==> src/hw/rtl/nearest_neighbor_rgb_resize_defines.svh <==
// Assertion helpers, included by nnrr_ctrl.sv.
`ifndef NEAREST_NEIGHBOR_RGB_RESIZE_DEFINES_SVH
`define NEAREST_NEIGHBOR_RGB_RESIZE_DEFINES_SVH

// Consequent must hold in the same cycle as the antecedent.
`define NNRR_ASSERT_NOW(label, clk, rst, ante, cons, msg) \
   label: assert property (@(posedge clk) disable iff (rst) (ante) |-> (cons)) \
      else $error(msg);

// Consequent must hold in the cycle after the antecedent.
`define NNRR_ASSERT_NEXT(label, clk, rst, ante, cons, msg) \
   label: assert property (@(posedge clk) disable iff (rst) (ante) |=> (cons)) \
      else $error(msg);

`endif

==> src/hw/rtl/nnrr_pkg.sv <==
package nnrr_pkg;

   localparam int NNRR_MAX_DIM      = 512;
   localparam int NNRR_STORE_PIXELS = 262144;

   localparam int DIM_W     = 10;
   localparam int POS_W     = 9;
   localparam int COLOR_W   = 8;
   localparam int PIX_W     = 3 * COLOR_W;
   localparam int PROD_W    = POS_W + DIM_W;
   localparam int IDX_W     = 2 * DIM_W;
   localparam int REG_IDX_W = 2;

   localparam logic [REG_IDX_W-1:0] REG_SRC_WIDTH  = 2'd0;
   localparam logic [REG_IDX_W-1:0] REG_SRC_HEIGHT = 2'd1;
   localparam logic [REG_IDX_W-1:0] REG_DST_WIDTH  = 2'd2;
   localparam logic [REG_IDX_W-1:0] REG_DST_HEIGHT = 2'd3;

   localparam logic [DIM_W-1:0] SRC_WIDTH_RST  = 10'd320;
   localparam logic [DIM_W-1:0] SRC_HEIGHT_RST = 10'd240;
   localparam logic [DIM_W-1:0] DST_WIDTH_RST  = 10'd160;
   localparam logic [DIM_W-1:0] DST_HEIGHT_RST = 10'd120;

   typedef enum logic {
      OP_WRITE = 1'b0,
      OP_READ  = 1'b1
   } nnrr_op_type;

   typedef enum logic [1:0] {
      STATUS_OK       = 2'd0,
      STATUS_WR_DROP  = 2'd1,
      STATUS_RD_RANGE = 2'd2
   } nnrr_status_type;

   typedef struct packed {
      logic load_req;
      logic do_write;
      logic check;
      logic row_start;
      logic row_save;
      logic col_start;
      logic col_save;
      logic calc_index;
      logic lookup;
      logic load_rsp;
   } nnrr_cmd_type;

   typedef struct packed {
      logic out_of_range;
      logic div_busy;
      logic div_done;
   } nnrr_stat_type;

   function automatic logic [DIM_W-1:0] clamp_dim(input logic [DIM_W-1:0] value,
                                                  input int max_dim);
      logic [DIM_W-1:0] res;
      res = value;
      if (int'(value) > max_dim) begin
         res = DIM_W'(max_dim);
      end
      return res;
   endfunction

endpackage

==> src/hw/rtl/nnrr_ctrl.sv <==
`include "nearest_neighbor_rgb_resize_defines.svh"

module nnrr_ctrl (
   input  logic                    clock,
   input  logic                    reset,
   input  logic                    req_valid,
   input  nnrr_pkg::nnrr_op_type   req_op,
   output logic                    req_ready,
   output logic                    rsp_valid,
   input  logic                    rsp_ready,
   output nnrr_pkg::nnrr_cmd_type  cmd,
   input  nnrr_pkg::nnrr_stat_type stat
);
   import nnrr_pkg::*;

   typedef enum logic [3:0] {
      ST_IDLE,
      ST_WRITE,
      ST_CHECK,
      ST_ROW_START,
      ST_ROW_WAIT,
      ST_COL_START,
      ST_COL_WAIT,
      ST_INDEX,
      ST_LOOKUP,
      ST_RESULT
   } state_type;

   state_type state_ff, state_in;
   logic      rsp_valid_ff, rsp_valid_in;
   logic      slot_free;

   assign slot_free = !rsp_valid_ff || rsp_ready;
   assign req_ready = (state_ff == ST_IDLE);
   assign rsp_valid = rsp_valid_ff;

   always_comb begin
      cmd          = '0;
      state_in     = state_ff;
      rsp_valid_in = rsp_valid_ff && !rsp_ready;
      unique case (state_ff)
         ST_IDLE: begin
            if (req_valid) begin
               cmd.load_req = 1'b1;
               state_in     = (req_op == OP_READ) ? ST_CHECK : ST_WRITE;
            end
         end
         ST_WRITE: begin
            cmd.do_write = 1'b1;
            state_in     = ST_RESULT;
         end
         ST_CHECK: begin
            cmd.check = 1'b1;
            state_in  = stat.out_of_range ? ST_RESULT : ST_ROW_START;
         end
         ST_ROW_START: begin
            cmd.row_start = 1'b1;
            state_in      = ST_ROW_WAIT;
         end
         ST_ROW_WAIT: begin
            if (stat.div_done) begin
               cmd.row_save = 1'b1;
               state_in     = ST_COL_START;
            end
         end
         ST_COL_START: begin
            cmd.col_start = 1'b1;
            state_in      = ST_COL_WAIT;
         end
         ST_COL_WAIT: begin
            if (stat.div_done) begin
               cmd.col_save = 1'b1;
               state_in     = ST_INDEX;
            end
         end
         ST_INDEX: begin
            cmd.calc_index = 1'b1;
            state_in       = ST_LOOKUP;
         end
         ST_LOOKUP: begin
            cmd.lookup = 1'b1;
            state_in   = ST_RESULT;
         end
         ST_RESULT: begin
            // hold until the output register is free
            if (slot_free) begin
               cmd.load_rsp = 1'b1;
               rsp_valid_in = 1'b1;
               state_in     = ST_IDLE;
            end
         end
         default: state_in = ST_IDLE;
      endcase
   end

   always_ff @(posedge clock) begin
      if (reset) begin
         state_ff     <= ST_IDLE;
         rsp_valid_ff <= 1'b0;
      end else begin
         state_ff     <= state_in;
         rsp_valid_ff <= rsp_valid_in;
      end
   end

   `NNRR_ASSERT_NEXT(a_busy_after_take, clock, reset, req_valid && req_ready, !req_ready, "request taken while busy")
   `NNRR_ASSERT_NOW(a_load_into_free, clock, reset, cmd.load_rsp, slot_free, "result overwrites an untaken result")
   `NNRR_ASSERT_NOW(a_div_start_idle, clock, reset, cmd.row_start || cmd.col_start, !stat.div_busy, "divider started while busy")

endmodule
==> config.mk <==
export PLATFORM = sky130hd
export DESIGN_NAME = nnrr_ctrl
export DESIGN_NICKNAME = d
export VERILOG_FILES = /design/src/hw/rtl/nnrr_pkg.sv /design/src/hw/rtl/nnrr_ctrl.sv
export VERILOG_INCLUDE_DIRS = /design/src /design/src/hw/rtl
export SDC_FILE = /design/constraint.sdc
export NUM_CORES = 1
export LEC_CHECK = 0
export BUFFER_PORTS_ARGS = -buffer_cell sky130_fd_sc_hd__buf_2
export CAP_MARGIN = 10
export CORE_AREA = 4 4 41 43
export CTS_CLUSTER_DIAMETER = 30
export DETAILED_ROUTE_END_ITERATION = 10
export DIE_AREA = 0 0 45 47
export SLEW_MARGIN = 20
export SYNTH_ARGS = -nofsm -noshare
export SYNTH_HDL_FRONTEND = slang
export SYNTH_SLANG_ARGS = --single-unit
==> constraint.sdc <==
create_clock -name clock -period 1.76 [get_ports clock]
set_clock_uncertainty 0.15 [all_clocks]
set_input_delay 0.264 -clock clock [delete_from_list [all_inputs] [get_ports clock]]
set_output_delay 0.264 -clock clock [all_outputs]
set_load 0.01 [all_outputs]
# == Word level (Yosys, flattened, before mapping) ==
# Cells that the tools add are included.
# W data, S select, Z words.
# totals
ff_bits,5
inputBits,8
word_cells,44
# op_classes
reduce_logical,7
n_eq_ne,13
n_mux,22
# op_table
operator,n
$pmux W4 S9,1
$mux W4,5
$eq A4 B3 Y1 const B,4
$mux W1,15
$eq A4 B2 Y1 const B,2
$eq A4 B4 Y1 const B,2
$ne A2 B2 Y1 const B,4
$eq A4 B1 Y1 const B,1
$logic_not A4 Y1,1
$reduce_and A4 Y1,1
$logic_not A1 Y1,2
$mux W2,1
$reduce_or A2 Y1,1
$logic_and A1 B1 Y1,1
$logic_or A1 B1 Y1,1

# == Depth between registers and ports, before layout ==
# depth
ltp_word,4
depth_mapped,4
depth_no_buf,3

# == Worst setup path before layout ==
# Ideal clock, no wire load.
# synth_path
kind,register to output
from,reg state_ff[2]
to,out cmd[9] (netlist name)
arrival_ps,1077
n_path_buf,1
t_required_ps,1346
stages_incl_launch_ff,4
slack_ps,269
cell_sequence,dfxtp_1 > buf_6 > nor4_2 > and2_1
# synth_lines
item,line,text
"start, declared",nnrr_ctrl.sv:29,"state_type state_ff, state_in;"
"start signal, assigned",nnrr_ctrl.sv:101,state_ff <= state_in;
"end, declared",nnrr_ctrl.sv:11,"output nnrr_pkg::nnrr_cmd_type cmd,"

==> results.py <==
metrics = {
    "clocking": {
        "clk_pin_slew_worst_paths_ns": 0.05,
        "h-tree-depth": 1,
        "hold_buffers": 0,
        "post_cts_buffers": 0,
        "clock-sinks": 5,
        "clock-root-buffer": "clkbuf_4",
        "clk_path_buf_depth": 2,
        "cts_tree": "done",
        "clock_latency_ns": 0.24,
        "cts_buffers": 3,
    },
    "worst_setup_path": {
        "crit_arrival_ns": 1.23,
        "worstSetupEndpointType": "output pin",
        "reg2reg_slack_ns": 0.33,
        "r2r-end": "state_ff[1]",
        "critPathMaxFanout": 14,
        "startpoint_type": "flop",
        "cp.required_ns": 1.35,
        "crit_type": "reg -> out",
        "reg2reg_from": "state_ff[2]",
        "r2r_cells": 3,
    },
    "synthesis": {
        "muxShareOfSynthArea_pct": 0,
        "synth_xor_area_share_pct": 2.11,
        "yosysTopAreaCellShare_pct": 24.2,
        "synthDistinctLibCells": 29,
        "syn-num-nets": 61,
        "yosysSeqAreaShare_pct": 24.2,
        "netlist_instances": 53,
        "synth_top_family_by_area": "simple AND/OR/NAND/NOR gates",
        "synthTopCellsByArea": "dfxtp_1 24%, nor3_1 7.3%, nand2b_1 6.0%",
        "synth_top_area_cell": "dfxtp_1",
        "synth_seq_cells": 5,
        "synthAdderAreaFrac_pct": 2.72,
        "synth_compound_area_share_pct": 18.7,
        "syn_area_um2": 414,
        "avgSynthCellArea_um2": 7.81,
        "yosys.area_share.simple_pct": 43.5,
        "synth_warnings": 0,
    },
    "min_path": {
        "holdCritStartpoint": "reset",
        "hold_depth": 2,
        "min_path_type": "in -> reg",
        "hold_path_end": "state_ff[3]",
    },
    "layout": {
        "syn2layout_area_growth_pct": 29.6,
        "antenna_cells": 0,
        "nNetsFinal": 80,
        "nFillCells": 145,
        "ff_latch_area_um2": 108,
        "multi_input_area_um2": 287,
        "fin_cells": 86,
        "fin_area_um2": 537,
        "drive_above_1_share_pct": 42.3,
    },
    "floorplan": {
        "die-area_um2": 2120,
        "coreArea_um2": 1300,
        "die_y_um": 47,
        "fp.dieW_um": 45,
        "io_pins": 20,
        "rows": 13,
        "start_util_pct": 31.8,
    },
    "global_routing": {
        "grt_first_pass_wirelength_um": 1780,
        "overflow": 0,
        "grt_pass1_vias": 414,
        "antenna_found_initial": 0,
        "grt_max_degree": 16,
        "grt_usage_pct": 11.6,
    },
    "route": {
        "ant_nets": 0,
        "routed_wl_um": 1000,
        "via_per_inst": 5.15,
        "drt-pass1-iter-count": 2,
        "num_vias": 443,
        "wire_per_inst_um": 11.6,
        "drc_errors": 0,
        "drtIter0Drc": 7,
    },
    "sta": {
        "hold-worst-slack_ns": 0.123,
        "setup_viol": 0,
        "fin_setup_tns_ns": 0,
        "rsz0062_at_grt": "false",
        "fin_ws_ns": 0.118,
        "fin_crit_sh_pct": 93.3,
        "fmax_mhz": 609,
        "max_slew_margin_pct": 65.4,
        "period_needed_ns": 1.64,
        "tightestPinTransition_ns": 0.506,
        "hold_viol": 0,
        "drv_slew": 0,
    },
    "run": {
        "cap_violations": 0,
    },
    "placement": {
        "port_buffers": 18,
        "dpl-instance-area_um2": 494,
        "placed_cells": 82,
        "place.gp.congestion": 0.703,
        "place_ws_ns": 0.185,
    },
    "power": {
        "ir_drop_mv": 0.642,
        "power_density_nw_per_um2": 1060,
        "p_leak_nw": 0.236,
    },
    "outcome": {
        "status": "complete, no violations",
    },
}
[stage by stage]
step,power (mW),util (%)
detailed placement,0.420,38.0
finish,0.571,41.3
CTS,0.559,40.2
global placement,0.417,38.0
global route,0.622,41.3
floorplan,0.359,-
[repair_timing]
| item | in CTS | in global routing |
|---|---|---|
| gates resized for setup | 2 | 4 |
| hold endpoints to repair | 0 | 0 |
| setup endpoints to repair | 6 | 11 |
[registers in the layout, indices dropped and copies added (netlist names)]
| signal | cells |
|---|---|
| state_ff | 4 |
| rsp_valid | 1 |
[synth_stat cells]
master / count
buf_4: 1
or2_1: 1
nand2b_1: 4
nand3b_1: 1
a21oi_1: 3
a2111oi_0: 1
and2b_1: 1
and2_1: 1
maj3_2: 1
nand2_2: 1
o32ai_1: 1
nand3_1: 1
a2111oi_2: 1
nor4b_1: 1
xor2_1: 1
a21o_1: 2
nand2_1: 2
buf_2: 2
nor2b_1: 2
nor3_1: 6
nor4_2: 1
or2_2: 1
or3b_1: 1
buf_6: 1
nand4bb_1: 1
inv_1: 2
o211ai_1: 2
nor2_1: 5
dfxtp_1: 5
[worst max path at each step]
stage / start / to / slack (ns)
after floorplan: state_ff[2] / cmd[9] / 0.27
after global placement: state_ff[2] / state_ff[1] / 0.21
after detailed placement: state_ff[0] / state_ff[1] / 0.18
after CTS: state_ff[3] / cmd[9] / -0.01
after global routing: state_ff[2] / cmd[5] / 0.04
final: state_ff[1] / cmd[9] / 0.12
[power by group]
part           leakage [nW]  internal, mW  switching [mW]
sequential           0.0428         0.141          0.0826
clock                0.0150        0.0857          0.0470
combinational         0.179         0.118          0.0966
[per-layer routing]
layer  part of all wire, %  global-route usage (%)  routed length, um
met2                    44                    17.8                445
met4                     0                    3.51                  0
met5                     0                       0                  0
met1                    45                    13.9                451
met3                    10                    6.13                104
[final cells by class]
| class | instances | area share (%) |
|---|---|---|
| multi-input cells | 42 | 53.4 |
| flip-flops and latches | 5 | 20.0 |
| repair buffers | 18 | 16.8 |
| clock buffers | 4 | 4.90 |
| well taps | 15 | 3.50 |
| inverters | 2 | 1.40 |
[placed cells by master (no fill, tap or decap)]
| master | netlist | final |
|---|---|---|
| nor2_1 | 5 | 5 |
| nor4_4 | 0 | 1 |
| o211ai_1 | 2 | 2 |
| o32ai_1 | 1 | 1 |
| a2111oi_0 | 1 | 1 |
| nor2b_1 | 2 | 2 |
| buf_2 | 2 | 18 |
| or2_1 | 1 | 1 |
| clkbuf_1 | 0 | 1 |
| dfxtp_1 | 5 | 1 |
| maj3_2 | 1 | 1 |
| or3b_1 | 1 | 1 |
| a21o_1 | 2 | 2 |
| nand4bb_1 | 1 | 1 |
| nand2b_1 | 4 | 4 |
| and2_1 | 1 | 1 |
| a21oi_1 | 3 | 3 |
| dfxtp_4 | 0 | 1 |
| nand2_1 | 2 | 2 |
| nor3_1 | 6 | 6 |
| a2111oi_2 | 1 | 1 |
| or2_2 | 1 | 1 |
| nand2_2 | 1 | 1 |
| xor2_1 | 1 | 1 |
| nor4b_1 | 1 | 1 |
| dfxtp_2 | 0 | 3 |
| nand3_1 | 1 | 1 |
| and2b_1 | 1 | 1 |
| inv_1 | 2 | 2 |
| clkbuf_4 | 0 | 3 |
| nand3b_1 | 1 | 1 |
[cells by family (layout without fill, tap and decap cells)]
logic type,Yosys count,after routing
AO/OA/AOI/OAI,10,10
XOR/XNOR,1,1
adder cells (fa/ha/maj),1,1
buffers and inverters,6,24
flip-flops,5,5
AND/OR/NAND/NOR,30,30
[critical path, cell delays in order (launching register included)]
cell and delay, ns:
dfxtp_4 0.39, nor4_4 0.31, and2_1 0.15, buf_2 0.12
Power figures use the tool's default switching activity.
